File: config.mk
export PLATFORM = sky130hd
export DESIGN_NAME = sprite_frame_sequencer_flat
export DESIGN_NICKNAME = d
export VERILOG_FILES = /design/src/rtl/sfs_pkg.sv /design/src/rtl/sfs_if.sv /design/src/rtl/sfs_rect.sv /design/src/rtl/sprite_frame_sequencer.sv /design/src/flat_wrapper.sv
export SDC_FILE = /design/constraint.sdc
export NUM_CORES = 1
export LEC_CHECK = 0
export BUFFER_PORTS_ARGS = -buffer_cell sky130_fd_sc_hd__buf_4
export CAP_MARGIN = 20
export CELL_PAD_IN_SITES_DETAIL_PLACEMENT = 0
export CELL_PAD_IN_SITES_GLOBAL_PLACEMENT = 1
export CORE_MARGIN = 1.5
export CORE_UTILIZATION = 40
export DETAILED_ROUTE_END_ITERATION = 8
export GPL_ROUTABILITY_DRIVEN = 0
export PLACE_DENSITY = 0.8
export SYNTH_ARGS = -nofsm -noshare
export SYNTH_HDL_FRONTEND = slang
export SYNTH_SLANG_ARGS = --single-unit
File: constraint.sdc
create_clock -name clk -period 4.95 [get_ports clk]
set_clock_uncertainty 0.1 [all_clocks]
set_input_delay 0.495 -clock clk [delete_from_list [all_inputs] [get_ports clk]]
set_output_delay 0.495 -clock clk [all_outputs]
set_load 0.005 [all_outputs]
File: src/rtl/sfs_pkg.sv
// Shared types, constants and helpers for the sprite frame sequencer.
// Used by the channel interfaces, the rectangle unit, the top level and the checker.
// No dependencies.
package sfs_pkg;

    localparam int FRAME_BITS = 8;
    localparam int TIME_BITS  = 16;
    localparam int COORD_BITS = 16;
    localparam int DIM_BITS   = 12;

    // Frame numbers carry one extra bit so that "end plus one" fits.
    localparam int FRAME_W = FRAME_BITS + 1;
    localparam int ACCUM_W = TIME_BITS + 1;

    // Product widths: remainder times width, quotient times height.
    localparam int LEFT_W = FRAME_BITS + DIM_BITS;
    localparam int TOP_W  = FRAME_W + DIM_BITS;
    localparam int SUM_W  = TOP_W + 1;
    localparam int SAT_W  = (SUM_W > COORD_BITS) ? SUM_W : COORD_BITS;

    // Step counter for the serial divider and multiplier.
    localparam int CNT_W = $clog2(FRAME_W);

    localparam int CFG_IDX_W  = 3;
    localparam int CFG_DATA_W = (TIME_BITS > DIM_BITS) ? TIME_BITS : DIM_BITS;

    localparam logic [CFG_IDX_W-1:0] REG_MAX_FRAME_TIME = 3'd0;
    localparam logic [CFG_IDX_W-1:0] REG_START_FRAME    = 3'd1;
    localparam logic [CFG_IDX_W-1:0] REG_END_FRAME      = 3'd2;
    localparam logic [CFG_IDX_W-1:0] REG_LOOP_ENABLE    = 3'd3;
    localparam logic [CFG_IDX_W-1:0] REG_SHEET_COLUMNS  = 3'd4;
    localparam logic [CFG_IDX_W-1:0] REG_FRAME_WIDTH    = 3'd5;
    localparam logic [CFG_IDX_W-1:0] REG_FRAME_HEIGHT   = 3'd6;

    typedef enum logic [2:0] {
        CMD_TICK      = 3'd0,
        CMD_PLAY      = 3'd1,
        CMD_STOP      = 3'd2,
        CMD_PAUSE     = 3'd3,
        CMD_SET_FRAME = 3'd4
    } cmd_t;

    typedef struct packed {
        logic [COORD_BITS-1:0] left;
        logic [COORD_BITS-1:0] top;
        logic [COORD_BITS-1:0] right;
        logic [COORD_BITS-1:0] bottom;
    } rect_t;

    // Clamp a full precision coordinate to the largest value of the output field.
    function automatic logic [COORD_BITS-1:0] sat_coord(input logic [SAT_W-1:0] v);
        logic [COORD_BITS-1:0] lim;
        lim = '1;
        if (v > SAT_W'(lim))
            return lim;
        else
            return v[COORD_BITS-1:0];
    endfunction

endpackage

File: src/rtl/sfs_if.sv
// Valid/ready channel interfaces for command items and result items.
// Depends on sfs_pkg for the field widths.
interface sfs_item_if import sfs_pkg::*; ();
    logic                  valid;
    logic                  ready;
    logic [2:0]            cmd;
    logic [TIME_BITS-1:0]  elapsed_ticks;
    logic [FRAME_BITS-1:0] frame_value;

    modport source (output valid, cmd, elapsed_ticks, frame_value, input ready);
    modport sink   (input valid, cmd, elapsed_ticks, frame_value, output ready);
endinterface

interface sfs_result_if import sfs_pkg::*; ();
    logic                  valid;
    logic                  ready;
    logic [FRAME_W-1:0]    frame_now;
    logic                  playing;
    logic [COORD_BITS-1:0] rect_left;
    logic [COORD_BITS-1:0] rect_top;
    logic [COORD_BITS-1:0] rect_right;
    logic [COORD_BITS-1:0] rect_bottom;

    modport source (output valid, frame_now, playing, rect_left, rect_top, rect_right,
                    rect_bottom, input ready);
    modport sink   (input valid, frame_now, playing, rect_left, rect_top, rect_right,
                    rect_bottom, output ready);
endinterface

File: src/rtl/sfs_rect.sv
// Source rectangle unit: bit-serial divide of the frame index by the column count,
// then bit-serial multiply of remainder and quotient by the frame size.
// Depends on sfs_pkg.
module sfs_rect import sfs_pkg::*;
(
    input  logic                  clk,
    input  logic                  rst_n,
    input  logic                  start,
    input  logic [FRAME_W-1:0]    frame,
    input  logic [FRAME_BITS-1:0] cols,
    input  logic [DIM_BITS-1:0]   width,
    input  logic [DIM_BITS-1:0]   height,
    output logic                  done,
    output rect_t                 rect
);

    typedef enum logic [1:0] {P_IDLE, P_DIV, P_MUL, P_FIN} phase_t;

    phase_t                phase_reg;
    logic [CNT_W-1:0]      cnt_reg;
    logic                  done_reg;
    logic [FRAME_BITS-1:0] rem_reg;
    logic [FRAME_W-1:0]    quo_reg;
    logic [LEFT_W-1:0]     acc_l_reg, mc_l_reg;
    logic [TOP_W-1:0]      acc_t_reg, mc_t_reg;
    logic [FRAME_BITS-1:0] mp_l_reg;
    logic [FRAME_W-1:0]    mp_t_reg;
    rect_t                 rect_reg;

    logic [FRAME_W-1:0]    idx;
    logic [FRAME_BITS-1:0] cols_eff;
    logic [FRAME_W-1:0]    trial;
    logic                  fits;
    logic [FRAME_W-1:0]    diff;
    logic [FRAME_BITS-1:0] rem_next;
    logic [FRAME_W-1:0]    quo_next;

    // Frame zero is treated as frame one, and zero columns as one column.
    assign idx      = (frame == '0) ? '0 : frame - 1'b1;
    assign cols_eff = (cols == '0) ? FRAME_BITS'(1) : cols;

    // One restoring division step: bring down the next dividend bit.
    assign trial    = {rem_reg, quo_reg[FRAME_W-1]};
    assign fits     = trial >= {1'b0, cols_eff};
    assign diff     = trial - {1'b0, cols_eff};
    assign rem_next = fits ? diff[FRAME_BITS-1:0] : trial[FRAME_BITS-1:0];
    assign quo_next = {quo_reg[FRAME_W-2:0], fits};

    always_ff @(posedge clk or negedge rst_n)
    begin
        if (!rst_n)
        begin
            phase_reg <= P_IDLE;
            cnt_reg   <= '0;
            done_reg  <= 1'b0;
            rem_reg   <= '0;
            quo_reg   <= '0;
            acc_l_reg <= '0;
            acc_t_reg <= '0;
            mc_l_reg  <= '0;
            mc_t_reg  <= '0;
            mp_l_reg  <= '0;
            mp_t_reg  <= '0;
            rect_reg  <= '0;
        end
        else
        begin
            done_reg <= (phase_reg == P_FIN);
            case (phase_reg)
                P_IDLE:
                begin
                    if (start)
                    begin
                        rem_reg   <= '0;
                        quo_reg   <= idx;
                        cnt_reg   <= CNT_W'(FRAME_W - 1);
                        phase_reg <= P_DIV;
                    end
                end
                P_DIV:
                begin
                    rem_reg <= rem_next;
                    quo_reg <= quo_next;
                    if (cnt_reg == '0)
                    begin
                        mp_l_reg  <= rem_next;
                        mp_t_reg  <= quo_next;
                        mc_l_reg  <= LEFT_W'(width);
                        mc_t_reg  <= TOP_W'(height);
                        acc_l_reg <= '0;
                        acc_t_reg <= '0;
                        cnt_reg   <= CNT_W'(FRAME_W - 1);
                        phase_reg <= P_MUL;
                    end
                    else
                    begin
                        cnt_reg <= cnt_reg - 1'b1;
                    end
                end
                P_MUL:
                begin
                    if (mp_l_reg[0])
                        acc_l_reg <= acc_l_reg + mc_l_reg;
                    if (mp_t_reg[0])
                        acc_t_reg <= acc_t_reg + mc_t_reg;
                    mc_l_reg <= {mc_l_reg[LEFT_W-2:0], 1'b0};
                    mc_t_reg <= {mc_t_reg[TOP_W-2:0], 1'b0};
                    mp_l_reg <= {1'b0, mp_l_reg[FRAME_BITS-1:1]};
                    mp_t_reg <= {1'b0, mp_t_reg[FRAME_W-1:1]};
                    if (cnt_reg == '0)
                        phase_reg <= P_FIN;
                    else
                        cnt_reg <= cnt_reg - 1'b1;
                end
                P_FIN:
                begin
                    rect_reg.left   <= sat_coord(SAT_W'(acc_l_reg));
                    rect_reg.top    <= sat_coord(SAT_W'(acc_t_reg));
                    rect_reg.right  <= sat_coord(SAT_W'(acc_l_reg) + SAT_W'(width));
                    rect_reg.bottom <= sat_coord(SAT_W'(acc_t_reg) + SAT_W'(height));
                    phase_reg       <= P_IDLE;
                end
                default:
                begin
                    phase_reg <= P_IDLE;
                end
            endcase
        end
    end

    assign done = done_reg;
    assign rect = rect_reg;

endmodule

File: src/rtl/sprite_frame_sequencer.sv
// Sprite frame sequencer top level; uses sfs_pkg, sfs_if and sfs_rect.
// A command transfer starts sfs_rect. The result is loaded into the output register
// once the rectangle is done and that register is free; only then is a new command
// taken, after the bit-serial divide and multiply in sfs_rect, each FRAME_BITS+1 steps.
// Reset (rst_n, asynchronous, active low) stops playback, clears the time accumulator,
// sets the frame to 1 and loads the register defaults; no clearing pass is needed.
module sprite_frame_sequencer import sfs_pkg::*;
(
    input  logic                  clk,
    input  logic                  rst_n,
    sfs_item_if.sink              item,
    sfs_result_if.source          result,
    input  logic                  cfg_we,
    input  logic [CFG_IDX_W-1:0]  cfg_index,
    input  logic [CFG_DATA_W-1:0] cfg_data
);

    typedef enum logic [1:0] {S_IDLE, S_CALC, S_HOLD} state_t;

    // Configuration registers.
    logic [TIME_BITS-1:0]  max_frame_time_reg;
    logic [FRAME_BITS-1:0] start_frame_reg;
    logic [FRAME_BITS-1:0] end_frame_reg;
    logic                  loop_enable_reg;
    logic [FRAME_BITS-1:0] sheet_columns_reg;
    logic [DIM_BITS-1:0]   frame_width_reg;
    logic [DIM_BITS-1:0]   frame_height_reg;

    // Animation state.
    logic                  play_flag_reg, play_flag_next;
    logic [ACCUM_W-1:0]    time_accum_reg, time_accum_next;
    logic [FRAME_W-1:0]    current_frame_reg, current_frame_next;

    // Control and output register.
    state_t                state_reg;
    logic                  result_valid_reg;
    logic [FRAME_W-1:0]    frame_now_reg;
    logic                  playing_reg;
    rect_t                 rect_out_reg;

    logic                  item_xfer;
    logic                  out_free;
    logic                  load_out;
    logic [ACCUM_W:0]      accum_sum;
    logic [ACCUM_W-1:0]    accum_sat;
    logic [FRAME_W-1:0]    frame_inc;
    logic                  rect_done;
    rect_t                 rect_res;

    // Commands are taken only between calculations. A finished result can still be
    // waiting in the output register while the next command is taken.
    assign item.ready = (state_reg == S_IDLE);
    assign item_xfer  = item.valid && item.ready;
    assign out_free   = !result_valid_reg || result.ready;

    // The output register loads when a rectangle is ready, either fresh from the
    // rectangle unit or held back in S_HOLD, and the register is free.
    assign load_out   = out_free && (((state_reg == S_CALC) && rect_done)
                                     || (state_reg == S_HOLD));

    // Configuration writes. Values are truncated to the register width, and an
    // index past the last register is ignored.
    always_ff @(posedge clk or negedge rst_n)
    begin
        if (!rst_n)
        begin
            max_frame_time_reg <= TIME_BITS'(1);
            start_frame_reg    <= FRAME_BITS'(1);
            end_frame_reg      <= FRAME_BITS'(1);
            loop_enable_reg    <= 1'b0;
            sheet_columns_reg  <= FRAME_BITS'(1);
            frame_width_reg    <= DIM_BITS'(1);
            frame_height_reg   <= DIM_BITS'(1);
        end
        else if (cfg_we)
        begin
            case (cfg_index)
                REG_MAX_FRAME_TIME: max_frame_time_reg <= cfg_data[TIME_BITS-1:0];
                REG_START_FRAME:    start_frame_reg    <= cfg_data[FRAME_BITS-1:0];
                REG_END_FRAME:      end_frame_reg      <= cfg_data[FRAME_BITS-1:0];
                REG_LOOP_ENABLE:    loop_enable_reg    <= cfg_data[0];
                REG_SHEET_COLUMNS:  sheet_columns_reg  <= cfg_data[FRAME_BITS-1:0];
                REG_FRAME_WIDTH:    frame_width_reg    <= cfg_data[DIM_BITS-1:0];
                REG_FRAME_HEIGHT:   frame_height_reg   <= cfg_data[DIM_BITS-1:0];
                default:            ;
            endcase
        end
    end

    // The accumulator saturates instead of wrapping, and the frame counter holds at
    // its top value before the end-of-range test.
    assign accum_sum = {1'b0, time_accum_reg} + (ACCUM_W + 1)'(item.elapsed_ticks);
    assign accum_sat = accum_sum[ACCUM_W] ? '1 : accum_sum[ACCUM_W-1:0];
    assign frame_inc = (&current_frame_reg) ? current_frame_reg
                                            : current_frame_reg + 1'b1;

    // Command decode. The new state is applied at the command transfer, and the
    // rectangle unit starts on the new frame number in the same cycle.
    always_comb
    begin
        play_flag_next     = play_flag_reg;
        time_accum_next    = time_accum_reg;
        current_frame_next = current_frame_reg;
        if (item_xfer)
        begin
            case (item.cmd)
                CMD_TICK:
                begin
                    if (play_flag_reg)
                    begin
                        if (accum_sat >= ACCUM_W'(max_frame_time_reg))
                        begin
                            time_accum_next    = '0;
                            current_frame_next = frame_inc;
                            if (frame_inc > FRAME_W'(end_frame_reg))
                            begin
                                // Past the end: wrap when looping, otherwise stop and
                                // leave the frame one beyond the end.
                                if (loop_enable_reg)
                                    current_frame_next = FRAME_W'(start_frame_reg);
                                else
                                    play_flag_next = 1'b0;
                            end
                        end
                        else
                        begin
                            time_accum_next = accum_sat;
                        end
                    end
                end
                CMD_PLAY:
                begin
                    play_flag_next = 1'b1;
                end
                CMD_STOP:
                begin
                    play_flag_next     = 1'b0;
                    time_accum_next    = '0;
                    current_frame_next = FRAME_W'(1);
                end
                CMD_PAUSE:
                begin
                    play_flag_next = 1'b0;
                end
                CMD_SET_FRAME:
                begin
                    current_frame_next = FRAME_W'(item.frame_value);
                    time_accum_next    = '0;
                end
                default:
                begin
                    // Unused codes change nothing but still produce a result.
                end
            endcase
        end
    end

    always_ff @(posedge clk or negedge rst_n)
    begin
        if (!rst_n)
        begin
            play_flag_reg     <= 1'b0;
            time_accum_reg    <= '0;
            current_frame_reg <= FRAME_W'(1);
        end
        else
        begin
            play_flag_reg     <= play_flag_next;
            time_accum_reg    <= time_accum_next;
            current_frame_reg <= current_frame_next;
        end
    end

    sfs_rect u_rect
    (
        .clk    (clk),
        .rst_n  (rst_n),
        .start  (item_xfer),
        .frame  (current_frame_next),
        .cols   (sheet_columns_reg),
        .width  (frame_width_reg),
        .height (frame_height_reg),
        .done   (rect_done),
        .rect   (rect_res)
    );

    // Sequencer and output register. When the rectangle is ready but the previous
    // result has not been taken yet, the sequencer waits in S_HOLD; the rectangle
    // unit keeps its result stable because no new command can start it meanwhile.
    always_ff @(posedge clk or negedge rst_n)
    begin
        if (!rst_n)
        begin
            state_reg        <= S_IDLE;
            result_valid_reg <= 1'b0;
            frame_now_reg    <= '0;
            playing_reg      <= 1'b0;
            rect_out_reg     <= '0;
        end
        else
        begin
            if (load_out)
            begin
                result_valid_reg <= 1'b1;
                frame_now_reg    <= current_frame_reg;
                playing_reg      <= play_flag_reg;
                rect_out_reg     <= rect_res;
            end
            else if (result_valid_reg && result.ready)
            begin
                result_valid_reg <= 1'b0;
            end
            case (state_reg)
                S_IDLE:
                begin
                    if (item_xfer)
                        state_reg <= S_CALC;
                end
                S_CALC:
                begin
                    if (rect_done)
                        state_reg <= out_free ? S_IDLE : S_HOLD;
                end
                S_HOLD:
                begin
                    if (out_free)
                        state_reg <= S_IDLE;
                end
                default:
                begin
                    state_reg <= S_IDLE;
                end
            endcase
        end
    end

    assign result.valid       = result_valid_reg;
    assign result.frame_now   = frame_now_reg;
    assign result.playing     = playing_reg;
    assign result.rect_left   = rect_out_reg.left;
    assign result.rect_top    = rect_out_reg.top;
    assign result.rect_right  = rect_out_reg.right;
    assign result.rect_bottom = rect_out_reg.bottom;

endmodule

File: src/flat_wrapper.sv
// flat-port wrapper written by rule: the top's interface ports become plain ports
module sprite_frame_sequencer_flat import sfs_pkg::*;
  (clk, rst_n, cfg_we, cfg_index, cfg_data, item_valid, item_cmd, item_elapsed_ticks, item_frame_value, item_ready, result_valid, result_frame_now, result_playing, result_rect_left, result_rect_top, result_rect_right, result_rect_bottom, result_ready);
  sfs_item_if item_i ();
  sfs_result_if result_i ();
  input  logic clk;
  input  logic rst_n;
  input  logic cfg_we;
  input  logic [CFG_IDX_W-1:0] cfg_index;
  input  logic [CFG_DATA_W-1:0] cfg_data;
  input wire logic [$bits(item_i.valid)-1:0] item_valid;
  input wire logic [$bits(item_i.cmd)-1:0] item_cmd;
  input wire logic [$bits(item_i.elapsed_ticks)-1:0] item_elapsed_ticks;
  input wire logic [$bits(item_i.frame_value)-1:0] item_frame_value;
  output wire logic [$bits(item_i.ready)-1:0] item_ready;
  output wire logic [$bits(result_i.valid)-1:0] result_valid;
  output wire logic [$bits(result_i.frame_now)-1:0] result_frame_now;
  output wire logic [$bits(result_i.playing)-1:0] result_playing;
  output wire logic [$bits(result_i.rect_left)-1:0] result_rect_left;
  output wire logic [$bits(result_i.rect_top)-1:0] result_rect_top;
  output wire logic [$bits(result_i.rect_right)-1:0] result_rect_right;
  output wire logic [$bits(result_i.rect_bottom)-1:0] result_rect_bottom;
  input wire logic [$bits(result_i.ready)-1:0] result_ready;
  assign item_i.valid = item_valid;
  assign item_i.cmd = item_cmd;
  assign item_i.elapsed_ticks = item_elapsed_ticks;
  assign item_i.frame_value = item_frame_value;
  assign item_ready = item_i.ready;
  assign result_valid = result_i.valid;
  assign result_frame_now = result_i.frame_now;
  assign result_playing = result_i.playing;
  assign result_rect_left = result_i.rect_left;
  assign result_rect_top = result_i.rect_top;
  assign result_rect_right = result_i.rect_right;
  assign result_rect_bottom = result_i.rect_bottom;
  assign result_i.ready = result_ready;
  sprite_frame_sequencer u_core (.clk(clk), .rst_n(rst_n), .item(item_i), .result(result_i), .cfg_we(cfg_we), .cfg_index(cfg_index), .cfg_data(cfg_data));
endmodule
# Word-level counts from Yosys, hierarchy flattened
# Index checks and enable logic that the tools add are counted.
# classes
n_mux,55
add_sub_neg,9
n_eq_ne,25
magnitude_cmp,7
reduce_logical,39
# op_table
op,n
21-bit one-hot mux with 2 select lines,2
9-bit 2-to-1 mux,9
20-bit one-hot mux with 2 select lines,2
16-bit 2-to-1 mux,4
21-bit 2-to-1 mux,3
20-bit 2-to-1 mux,3
17-bit 2-to-1 mux,3
"21-bit by 16-bit greater-than comparator with 1-bit output, second input constant",2
9-bit one-hot mux with 2 select lines,2
17-bit one-hot mux with 2 select lines,1
8-bit 2-to-1 mux,4
8-bit one-hot mux with 2 select lines,2
9-bit one-hot mux with 3 select lines,1
21-bit by 12-bit adder with 22-bit output,1
"22-bit by 16-bit greater-than comparator with 1-bit output, second input constant",1
20-bit by 12-bit adder with 21-bit output,1
21-bit adder,1
20-bit adder,1
"20-bit by 16-bit greater-than comparator with 1-bit output, second input constant",1
2-bit AND reduction,10
17-bit by 16-bit adder with 18-bit output,1
3-bit AND reduction,6
17-bit by 16-bit greater-or-equal comparator with 1-bit output,1
"2-bit inequality test, second input constant",7
31 further kinds,66
# word_totals
output_inout_bits,76
elab_cells,168
regBits,356

# Longest topological paths before layout
# Gate-level depths: netlist (run 1).
# depth
ltp_word,12
mapped_depth,27
mapped_depth_nobuf,26

# By module
# Synthesis (run 1) repeated with hierarchy kept, for this count alone.
# hier_totals
cells_unflattened,1834
area_unflattened_um2,19341.0
# modules_own_cells
mod,instances,cells_per_inst,seq_area_each_um2,area_each_um2
sfs_rect,1,1155,4679.5,11173.2
sprite_frame_sequencer,1,679,4237.8,8167.8

# Worst setup path before layout (run 1)
# OpenSTA, ideal clock, no wires.
# synth_path
path_kind,in2reg
from,input port item_elapsed_ticks[0]
to,register u_core.u_rect.quo_reg[5]
path_slack_ns,-0.495
path_buffers,1
arrival_ns,5.267
cell_stages,25
cell_sequence,ha_1 > fa_1 > a211oi_2 > o21ai_1 > nand2_1 > o221ai_1 > a31oi_1 > xnor2_1 > nand2b_1 > ha_1 > a21oi_1 > o21ai_0 > a2111oi_0 > a211o_1 > nand3_1 > a211o_1 > buf_6 > a31oi_1 > o22a_4 > inv_1 > ha_1 > nor3b_2 > a41o_1 > or3_1 > a21oi_1
# synth_via
elab_chain_len,11
word_cells_on_any_way,12
# synth_lines
element,line_no,source
start: declaration,flat_wrapper.sv:13,input wire logic [$bits(item_i.elapsed_ticks)-1:0] item_elapsed_ticks;
17-bit by 16-bit adder with 18-bit output *,sprite_frame_sequencer.sv:92,"assign accum_sum = {1'b0, time_accum_reg} + (ACCUM_W + 1)'(item.elapsed_ticks);"
17-bit 2-to-1 mux *,sprite_frame_sequencer.sv:93,assign accum_sat = accum_sum[ACCUM_W] ? '1 : accum_sum[ACCUM_W-1:0];
17-bit by 16-bit greater-or-equal comparator with 1-bit output *,sprite_frame_sequencer.sv:111,if (accum_sat >= ACCUM_W'(max_frame_time_reg))
9-bit 2-to-1 mux *,sprite_frame_sequencer.sv:111,
9-bit 2-to-1 mux *,sprite_frame_sequencer.sv:109,if (play_flag_reg)
9-bit one-hot mux with 3 select lines *,sprite_frame_sequencer.sv:106,case (item.cmd)
9-bit 2-to-1 mux *,sprite_frame_sequencer.sv:104,if (item_xfer)
named net u_core.current_frame_next[0],sprite_frame_sequencer.sv:32,"logic [FRAME_W-1:0] current_frame_reg, current_frame_next;"
9-bit by 1-bit subtractor with 9-bit output / 9-bit logical NOT (equally long branches),sfs_rect.sv:39,assign idx = (frame == '0) ? '0 : frame - 1'b1;
9-bit 2-to-1 mux *,sfs_rect.sv:39,
9-bit 2-to-1 mux *,sfs_rect.sv:72,if (start)
9-bit one-hot mux with 2 select lines *,sfs_rect.sv:69,case (phase_reg)
end signal: assignment,sfs_rect.sv:75,quo_reg <= idx;
end signal: assignment,sfs_rect.sv:83,quo_reg <= quo_next;
end: declaration,sfs_rect.sv:23,logic [FRAME_W-1:0] quo_reg;
# The timed path passes the listed nets; every way through them passes the cells marked *. The select of a mux whose other input is x is not followed.
# A chain may end at the register's enable or synchronous reset.

# Final worst setup path (run 1)
# layout_path
from,register u_core.time_accum_reg[8]
to,register u_core.u_rect.quo_reg[6]
# layout_via
elab_chain_len,11
word_cells_on_any_way,12
# layout_lines
element,line_no,source
start: declaration,sprite_frame_sequencer.sv:31,"logic [ACCUM_W-1:0] time_accum_reg, time_accum_next;"
start signal: assignment,sprite_frame_sequencer.sv:169,time_accum_reg <= time_accum_next;
17-bit by 16-bit adder with 18-bit output *,sprite_frame_sequencer.sv:92,
17-bit 2-to-1 mux *,sprite_frame_sequencer.sv:93,
17-bit by 16-bit greater-or-equal comparator with 1-bit output *,sprite_frame_sequencer.sv:111,
9-bit 2-to-1 mux *,sprite_frame_sequencer.sv:111,
9-bit 2-to-1 mux *,sprite_frame_sequencer.sv:109,
9-bit one-hot mux with 3 select lines *,sprite_frame_sequencer.sv:106,
9-bit 2-to-1 mux *,sprite_frame_sequencer.sv:104,
named net u_core.current_frame_next[0],sprite_frame_sequencer.sv:32,
9-bit by 1-bit subtractor with 9-bit output / 9-bit logical NOT (equally long branches),sfs_rect.sv:39,
9-bit 2-to-1 mux *,sfs_rect.sv:39,
9-bit 2-to-1 mux *,sfs_rect.sv:72,
9-bit one-hot mux with 2 select lines *,sfs_rect.sv:69,
# Marked as above.

==> results of run 1 <==
power groups by stage:
stage                     combinational [mW]  clock, mW  sequential (mW)
after floorplan                         4.54          0             4.73
after CTS                               6.85       3.27             5.00
after global placement                  6.34          0             4.99
after global routing                    7.79       3.39             5.14
after detailed placement                6.53          0             5.04
final                                   7.02       3.18             4.99
final timing paths:
| kind | from | end | slack (ps) |
|---|---|---|---|
| min | rst_n | u_core.u_rect.mp_t_reg[3] | 0.2 |
| min reg2reg | u_core.state_reg[1] | u_core.state_reg[0] | 370 |
| max in group asynchronous | rst_n | u_core.max_frame_time_reg[0] | 3750 |
| max reg2reg | u_core.time_accum_reg[8] | u_core.u_rect.quo_reg[6] | -110 |
| min in group clk | cfg_data[15] | u_core.max_frame_time_reg[15] | 80 |
| max | u_core.time_accum_reg[8] | u_core.u_rect.quo_reg[6] | -110 |
kinds of logic (layout without fill, tap and decap cells):
logic type	Yosys count	in the layout	synth area share, %
compound gates	501	502	18.5
simple gates	373	373	9.61
flops	356	356	47.5
mux	159	159	9.24
buf+inv	142	391	2.89
fa+ha+maj	124	124	8.51
xor+xnor	79	79	3.69
Yosys cell counts (7+ instances only):
master / number
nor2b_1: 11
or2_2: 9
a32o_1: 8
a21oi_1: 84
o22a_1: 65
mux2_2: 113
ha_1: 118
xor2_1: 22
o21bai_1: 17
a22o_1: 54
a21o_1: 36
dfstp_2: 7
a31oi_1: 12
o21a_1: 18
and3_1: 14
nand2_1: 139
nand3_1: 31
nand4_1: 11
o31ai_1: 13
nor3_1: 19
o21ai_0: 129
dfrtp_1: 349
mux2i_1: 46
nand2b_1: 19
clkbuf_1: 59
inv_1: 74
xnor2_1: 57
and2_1: 10
a211oi_1: 8
nor2_1: 73
metal layers:
layer	global-route usage [%]	routed length, um
met2	30.0	20500
met1	27.2	21800
met4	6.44	1190
met5	0	0
met3	2.90	2040
per-stage QoR:
step	utilization, %	cell area [um2]
after detailed placement	45.7	21200
after global placement	45.6	21200
final	49.9	23200
after global routing	49.9	23200
after floorplan	-	18900
after CTS	49.4	23000
area by class of cell:
| type | instances | area, um2 |
|---|---|---|
| Clock buffer | 63 | 1240 |
| Clock inverter | 10 | 183 |
| Fill cell | 4191 | 23300 |
| Inverter | 75 | 284 |
| Multi-Input combinational cell | 1237 | 9910 |
| Sequential cell | 356 | 8920 |
| Tap cell | 607 | 759 |
| Timing Repair Buffer | 243 | 1900 |
repair_timing:
item | 4_1_cts | 5_1_grt
endpoints found under the setup margin | 9 | 9
cloned | 1 | 0
gates resized for setup | 39 | 32
buffers inserted | 14 | 2
pin swaps | 32 | 24
==> results.txt, run 1 <==
max FFs per register: 64
worst setup margin: -108 ps
unrepaired setup endpoints after global routing: true
most frequent cells in the layout: dfrtp_1, buf_4, nand2_1, o21ai_0, mux2_2
initial core utilization: 40.4%
Vias: 14100
data arrival at the endpoint of the critical path: 5440 ps
final hold slack: 0.195 ps
Die H: 220 um
clock group share of total power: 20.9%
Post-synth ARST share: 100%
Critical Path Most Common Cell: a21oi_2
worst setup path class: register to register
top-area cell type share of the netlist area: 46.6%
Max-cap violations: 0
Slew Viols, Final: 0
post-synth cell types: 77
syn_area_per_cell: 10.8 um2
most common cell after layout, fill and taps aside: dfrtp_1
Congestion Overflow GR: 0
largest delay contributor family on the critical path: compound AO/OA/AOI/OAI gates
Critical Path Start Type: register
Static Leak: 10.8 nW
core area: 46500 um2
min-delay worst type: input pin to asynchronous set/reset pin
Final Hold Violating Endpoints: 0
vias in the first global route: 14000
P per Cell Area: 655 nW/um2
Layout area overhead: 23.6%
IO Pins: 127
crit-path cells: ha_4 -> a21oi_2 -> o21ai_1 -> nor3_2 -> a21oi_2 -> a221o_2 -> or2_4 -> ha_4 -> a21oi_2 -> nor2_1 -> a2111oi_2 -> a211o_1 -> nand3_2 -> a211o_4 -> o211a_1 -> o22a_4 -> inv_4 -> ha_4 -> nor3b_4 -> a21oi_1 -> or3_4 -> a21oi_2
Routed WL: 45500 um
Sw Share: 36.7%
Hold Buf Count CTS: 0
FP Rows: 79
CTS tree: built
Cells after Synth: 1734
via density per instance: 5.43
Port Buf Inserts: 126
largest net degree at the start of global routing: 130
clock buffer count from CTS: 42
Placed Cells: 2498
Required @ worst endpoint: 5330 ps
Crit path depth: 22
Final Critical Period: 5060 ps
H-tree depth: 2
Setup TNS: -658 ps
failing checks: setup timing
wire per inst: 17.6 um
Net Count, Synth: 1909
initial DRC count: 842
CTS Root Cell: clkbuf_16
largest area contributor in the netlist: dfrtp_1
nets: 2130
Pwr Total: 15.2 mW
Antenna diodes: 0
Post-synth top flop: dfrtp_1
initial antenna violation count: 0
NetSw: 5.57 mW
Buf+Inv Stages, Crit Path: 1
Finish-stage setup viols: 9
Final ANT Viol Nets: 0
fraction of layout cells with a size suffix above 1: 26.3%
total track usage: 19.2%
fin cells: 2591
first-pass GRT wire length: 73900 um
Crit path largest cell delay: 420 ps
Internal: 9.62 mW
pre-CTS WS: -813 ps
largest fanout on the critical path: 6
R2R depth: 22
Warnings, synthesis: 0
period utilization: 102%
DR pass1 iterations: 5
post-synthesis sequential area ratio: 47.5%
combinational share of power: 46.2%
crit path capture type: register
Max Buffers Root-to-Sink: 3
synth top area cells: dfrtp_1, ha_1, mux2_2, o21ai_0, o22a_1
FMAX: 0.198 GHz
Rel. slew slack: 29.4%
Yosys reg bits: 356
worst slew pin tran: 1060 ps
Cell Area, Synth: 18800 um2
number of flops mapped to enable cells by yosys: 0
Seq pwr share: 32.9%
status: complete, but fails checks
Clock transition at path regs: 60 ps
slowest stage cell on the critical path: dfrtp_1
die width: 220 um
Residual DRC: 0
hpwl dp: 32500 um
Clock Sink Count: 356
VDD IR max: 0.000329 V
DIE AREA: 48200 um2
Worst-Skew Late Latency: 560 ps
(Power assumes the default switching activity.)
==> run 2: changes to the inputs <==
--- a/config.mk
+++ b/config.mk
@@ -7,7 +7,7 @@
 export LEC_CHECK = 0
 export BUFFER_PORTS_ARGS = -buffer_cell sky130_fd_sc_hd__buf_4
 export CAP_MARGIN = 20
-export CELL_PAD_IN_SITES_DETAIL_PLACEMENT = 0
+export CELL_PAD_IN_SITES_DETAIL_PLACEMENT = 1
 export CELL_PAD_IN_SITES_GLOBAL_PLACEMENT = 1
 export CORE_MARGIN = 1.5
 export CORE_UTILIZATION = 40
==> results.txt, run 2 (synthesis results as in run 1) <==
period utilization: 108% (+5.5 points)
Routed WL: 53600 um (+18%)
P per Cell Area: 666 nW/um2 (+1.6%)
Max-cap violations: 0 (unchanged)
initial DRC count: 875 (+3.9%)
Clock Sink Count: 356 (unchanged)
worst slew pin tran: 1070 ps (+9.68 ps)
Sw Share: 38.6% (+1.9 points)
Required @ worst endpoint: 5330 ps (about the same)
initial core utilization: 40.4% (unchanged)
Final ANT Viol Nets: 0 (unchanged)
DIE AREA: 48200 um2 (unchanged)
Internal: 9.38 mW (-2.5%)
largest delay contributor family on the critical path: compound AO/OA/AOI/OAI gates
data arrival at the endpoint of the critical path: 5710 ps (+270 ps)
Port Buf Inserts: 126 (unchanged)
total track usage: 22.5% (+3.3 points)
Layout area overhead: 22.3%
initial antenna violation count: 0 (unchanged)
slowest stage cell on the critical path: fa_2
DR pass1 iterations: 5 (unchanged)
combinational share of power: 47.2% (+1.0 points)
clock buffer count from CTS: 41 (-2.4%)
core area: 46500 um2 (unchanged)
Rel. slew slack: 28.8% (-0.65 points)
die width: 220 um (unchanged)
Pwr Total: 15.3 mW (+0.49%)
wl on met1: 23800 um (+9.4%)
Final Critical Period: 5330 ps (+271 ps)
Congestion Overflow GR: 0 (unchanged)
Setup TNS: -3010 ps (-2350 ps)
Crit path largest cell delay: 420 ps (about the same)
NetSw: 5.89 mW (+5.7%)
wire per inst: 20.7 um (+18%)
status: complete, but fails checks
IO Pins: 127 (unchanged)
Vias: 14700 (+4.2%)
Slew Viols, Final: 0 (unchanged)
Placed Area: 21200 um2 (unchanged)
pre-CTS WS: -854 ps (-40.9 ps)
max layer used: met4
H-tree depth: 2 (unchanged)
CTS Root Cell: clkbuf_16
Max Buffers Root-to-Sink: 3 (unchanged)
Residual DRC: 0 (unchanged)
vias in the first global route: 16000 (+14%)
FMAX: 0.188 GHz (-5.1%)
clock group share of total power: 19.7% (-1.2 points)
fin cells: 2587 (-0.15%)
most frequent cells in the layout: dfrtp_1, buf_4, nand2_1, o21ai_0, mux2_2
worst setup margin: -380 ps (-271 ps)
Die H: 220 um (unchanged)
crit path capture type: register
worst setup path class: register to register
Critical Path Start Type: register
CTS tree: built
final hold slack: -8.97 ps (-9.16 ps)
Static Leak: 10.7 nW (-0.72%)
crit-path cells: ha_4 -> fa_2 -> a211oi_4 -> o21ai_2 -> nand2_2 -> o221ai_4 -> a31oi_4 -> o21bai_1 -> a21oi_1 -> xor2_1 -> nand2b_1 -> ha_4 -> a21o_1 -> a21oi_2 -> nand3_2 -> a211o_4 -> buf_6 -> o21bai_4 -> a221o_1 -> nor3_4 -> a41o_4 -> or3_4 -> a21oi_2
min-delay worst type: input pin to asynchronous set/reset pin
fraction of layout cells with a size suffix above 1: 25.5% (-0.76 points)
failing checks: hold timing, setup timing
Antenna diodes: 0 (unchanged)
Final Hold Violating Endpoints: 4 (+4)
met3 routed WL: 1810 um (-11%)
first-pass GRT wire length: 86000 um (+17%)
Buf+Inv Stages, Crit Path: 1 (unchanged)
largest net degree at the start of global routing: 130 (unchanged)
VDD IR max: 0.000406 V (+23%)
Placed Cells: 2498 (unchanged)
DR WL met2: 26600 um (+30%)
Final Core Density: 49.4% (-0.56 points)
most common cell after layout, fill and taps aside: dfrtp_1
Seq pwr share: 33.0% (about the same)
# fillers: 5000 (+19%)
nets: 2127 (-0.14%)
cell area after layout: 22900 um2 (-1.1%)
FP Rows: 79 (unchanged)
max FFs per register: 64 (unchanged)
unrepaired setup endpoints after global routing: true
Worst-Skew Late Latency: 560 ps (about the same)
hpwl dp: 37700 um (+16%)
Hold Buf Count CTS: 0 (unchanged)
via density per instance: 5.67 (+4.3%)
Finish-stage setup viols: 9 (unchanged)
largest fanout on the critical path: 8 (+2)
Clock transition at path regs: 60 ps (about the same)
-- run 2: cell count changes in the layout (fill, tap and decap cells not counted), moves of 3 or more --
cell       before  now
bufinv_16       5    2
ha_1           96  102
ha_4           20   14
nand2b_1       14   17
nand2b_4        5    2
or2_2           4    7
or2_4           5    2
-- run 2: final timing paths --
| kind | from | to | slack (ps) | cells past startpoint |
|---|---|---|---|---|
| setup / recovery | u_core.time_accum_reg[0] | u_core.u_rect.quo_reg[5] | -380 | 23 |
| max in group asynchronous | rst_n | u_core.max_frame_time_reg[0] | 3710 | 2 |
| hold reg to reg | u_core.u_rect.done | u_core.state_reg[0] | 370 | 1 |
| min in group clk | cfg_data[12] | u_core.max_frame_time_reg[12] | 70 | 3 |
| hold / removal | rst_n | u_core.u_rect.mp_t_reg[3] | -9 | 1 |
| setup reg to reg | u_core.time_accum_reg[0] | u_core.u_rect.quo_reg[5] | -380 | 23 |
-- run 2: worst reg2reg max path: cells and delay by family, from the launching register on --
kind,cells,cell delay [ps]
AOI/OAI and AO/OA,13,2710
xor gates and xnor gates,1,190
adders and majority gates,3,860
buffers and inverters,1,140
DFF,1,410
and+or+nand+nor,5,830
-- run 2: timing repair --
| item | in CTS | in global routing |
|---|---|---|
| resized for setup | 36 | 13 |
| setup endpoints to repair | 10 | 9 |
| buffers inserted | 9 | 5 |
| pin swaps | 35 | 14 |
| cloned | 1 | 0 |
-- run 2: power groups by stage --
| stage | Sequential (mW) | Clock [mW] | Combinational [mW] |
|---|---|---|---|
| floorplan | 4.73 | 0 | 4.54 |
| global placement | 4.99 | 0 | 6.34 |
| detailed placement | 5.08 | 0 | 6.75 |
| CTS | 5.04 | 3.09 | 7.08 |
| global route | 5.19 | 3.19 | 7.92 |
| finish | 5.04 | 3.01 | 7.21 |
-- run 2: layer usage --
layer	GRT usage, %	up-vias
li1	-	6767
met1	29.3	7520
met2	38.9	276
met3	2.80	93
met4	7.37	0
met5	0	-
-- run 2: cell type report --
class / count / area (um2) / area share [%]
repair buffers: 241 / 1880 / 8.18
clock buffers: 61 / 1210 / 5.28
well taps: 607 / 759 / 3.31
flip-flops and latches: 356 / 8920 / 38.9
clock inverters: 10 / 111 / 0.486
inverters: 75 / 284 / 1.24
multi-input cells: 1237 / 9770 / 42.6
==> run 3: changes to the inputs <==
--- a/config.mk
+++ b/config.mk
@@ -5,6 +5,7 @@
 export SDC_FILE = /design/constraint.sdc
 export NUM_CORES = 1
 export LEC_CHECK = 0
+export ABC_AREA = 1
 export BUFFER_PORTS_ARGS = -buffer_cell sky130_fd_sc_hd__buf_4
 export CAP_MARGIN = 20
 export CELL_PAD_IN_SITES_DETAIL_PLACEMENT = 1
@@ -13,7 +14,7 @@
 export CORE_UTILIZATION = 40
 export DETAILED_ROUTE_END_ITERATION = 8
 export GPL_ROUTABILITY_DRIVEN = 0
-export PLACE_DENSITY = 0.8
+export PLACE_DENSITY = 0.84
 export SYNTH_ARGS = -nofsm -noshare
 export SYNTH_HDL_FRONTEND = slang
 export SYNTH_SLANG_ARGS = --single-unit
==> results.txt, run 3 <==
Warnings, synthesis: 0 (unchanged)
Congestion Overflow GR: 0 (unchanged)
Final Critical Period: 4640 ps (-694 ps)
Pwr Total: 16.2 mW (+6.0%)
worst setup margin: 314 ps (+694 ps)
data arrival at the endpoint of the critical path: 4970 ps (-740 ps)
Rel. slew slack: 39.8% (+11 points)
top-count cell post-synth: nand2_1
syn_area_per_cell: 8.16 um2 (-25%)
Final Hold Violating Endpoints: 0 (-4)
nets: 2715 (+28%)
vias in the first global route: 18500 (+16%)
Cells after Synth: 2421 (+40%)
synth top area cells: dfrtp_1, nand2_1, o21ai_0, ha_1, inv_1
Critical Path Start Type: register
slowest stage cell on the critical path: dfrtp_1
Max Buffers Root-to-Sink: 3 (unchanged)
Clock Sink Count: 356 (unchanged)
Post-synth top flop: dfrtp_1
met1 usage: 29.6% (+0.38 points)
most common cell after layout, fill and taps aside: nand2_1
number of flops mapped to enable cells by yosys: 0 (unchanged)
most frequent cells after synthesis: nand2_1, dfrtp_1, o21ai_0
max FFs per register: 64 (unchanged)
Cell Area, Synth: 19700 um2 (+5.3%)
Slew Viols, Final: 0 (unchanged)
die width: 225 um (+2.6%)
CTS Root Cell: clkbuf_16
largest fanout on the critical path: 8 (unchanged)
most frequent cells in the layout: nand2_1, dfrtp_1, o21ai_0, inv_1, nor2_1
initial core utilization: 40.4% (+0.054 points)
post-synthesis sequential area ratio: 45.2% (-2.4 points)
Layout area overhead: 16.9%
Most Used Layer, Global Route: met2
first-pass GRT wire length: 95100 um (+11%)
met3 layer usage reported by global route: 3.48% (+0.68 points)
via density per instance: 5.32 (-6.0%)
met2 GRT Util: 40.1% (+1.2 points)
FP Rows: 81 (+2.5%)
DIE AREA: 50700 um2 (+5.2%)
Crit path largest cell delay: 420 ps (about the same)
Setup TNS: 0 ps (+3010 ps)
Residual DRC: 0 (unchanged)
Net Count, Synth: 2596 (+36%)
crit path capture type: register
fin cells: 3235 (+25%)
largest net degree at the start of global routing: 99 (-24%)
pre-CTS WS: -111 ps (+743 ps)
Final ANT Viol Nets: 0 (unchanged)
top-area cell type share of the netlist area: 44.2% (-2.3 points)
VDD IR max: 0.000298 V (-27%)
Max-cap violations: 0 (unchanged)
core area: 48800 um2 (+5.1%)
Vias: 17200 (+18%)
worst slew pin tran: 901 ps (-167 ps)
initial antenna violation count: 0 (unchanged)
worst setup path class: register to register
# fillers: 5894 (+18%)
Yosys reg bits: 356 (unchanged)
fraction of layout cells with a size suffix above 1: 14.0% (-12 points)
P per Cell Area: 700 nW/um2 (+5.2%)
status: finished clean
Required @ worst endpoint: 5280 ps (-50 ps)
FMAX: 0.216 GHz (+15%)
Worst-Skew Late Latency: 580 ps (+20 ps)
Post-synth ARST share: 100% (unchanged)
Antenna diodes: 0 (unchanged)
min-delay worst type: input pin to register
clock buffer count from CTS: 42 (+2.4%)
CTS tree: built
Finish-stage setup viols: 0 (-9)
Die H: 225 um (+2.6%)
post-synth cell types: 57 (-26%)
H-tree depth: 2 (unchanged)
period utilization: 93.7% (-14 points)
Static Leak: 11.3 nW (+6.1%)
hpwl dp: 42000 um (+11%)
largest area contributor in the netlist: dfrtp_1
Routed WL: 57900 um (+8.0%)
Clock transition at path regs: 60 ps (about the same)
IO Pins: 127 (unchanged)
Port Buf Inserts: 126 (unchanged)
wire per inst: 17.9 um (-14%)
DR pass1 iterations: 5 (unchanged)
initial DRC count: 1018 (+16%)
total track usage: 23.1% (+0.59 points)
Placed Cells: 3155 (+26%)
[run 3: changes by cell type in the layout (fill, tap and decap cells not counted), moves of 41 or more]
cell,before,now
inv_1,71,274
nand2_1,138,550
buf_4,230,151
nand3_1,28,99
o22a_1,64,0
a21oi_1,76,131
nor2_1,73,168
a22o_1,54,12
o21ai_0,121,313
mux2_2,113,16
mux2i_1,45,4
[run 3: power by group]
| part | leakage (nW) | internal [mW] | switching, mW |
|---|---|---|---|
| sequential | 4.49 | 4.06 | 0.864 |
| clock | 0.715 | 2.03 | 1.29 |
| combinational | 6.13 | 2.90 | 5.04 |
| total | 11.3 | 8.98 | 7.20 |
[run 3: final timing paths]
check                                    startpoint                       endpoint  slack (ps)  cells past startpoint
setup / recovery           u_core.time_accum_reg[8]       u_core.u_rect.quo_reg[5]         310                     34
hold / removal                         cfg_data[12]  u_core.max_frame_time_reg[12]         100                      3
setup reg to reg           u_core.time_accum_reg[8]       u_core.u_rect.quo_reg[5]         310                     34
hold reg to reg                  u_core.u_rect.done            u_core.state_reg[0]         380                      1
max in group asynchronous                     rst_n     u_core.u_rect.mc_l_reg[10]        3230                      3
min in group asynchronous                     rst_n      u_core.result.rect_top[7]         440                      2
[run 3: metal layers]
metal,vias to the layer above,routed length [um]
met4,0,1580
met3,111,2130
met1,8556,25900
met2,342,28300
met5,-,0
li1,8213,-
[run 3: repair_timing]
| item | in CTS | in global routing |
|---|---|---|
| buffers inserted | 0 | 3 |
| setup endpoints to repair | 4 | 9 |
| hold buffers | 1 | 0 |
| resized for setup | 1 | 31 |
| hold endpoints to repair | 86 | 0 |
| pin swaps | 0 | 3 |
[run 3: critical path: cells and delay by family (launching register included)]
family                   cells  cell delay, ps
adder cells (fa/ha/maj)      3             850
buffers and inverters        5             430
flip-flops                   1             420
AND/OR/NAND/NOR             19            1740
AO/OA/AOI/OAI                7             930
[run 3: cell families after synthesis]
logic type | share of synthesized area, %
flip-flops | 45.2
XOR/XNOR | 2.44
buffers and inverters | 7.22
AO/OA/AOI/OAI | 16.7
multiplexers | 1.12
adder cells (fa/ha/maj) | 8.08
AND/OR/NAND/NOR | 19.3
[run 3: final cells by class]
class	instances	area (um2)	share of cell area, %
multi-input cells	1697	9560	41.4
flip-flops and latches	356	8920	38.6
repair buffers	156	1230	5.31
clock buffers	55	1200	5.20
inverters	287	1080	4.69
well taps	664	831	3.60
clock inverters	20	274	1.19
[run 3: stage by stage]
step                      utilization, %  hold WS [ps]  instance area (um2)
after floorplan                        -          99.4                19700
after global placement              43.9           361                21400
after detailed placement            43.9           372                21400
after CTS                           46.9          88.6                22900
after global routing                47.3           100                23100
final                               47.3          99.2                23100
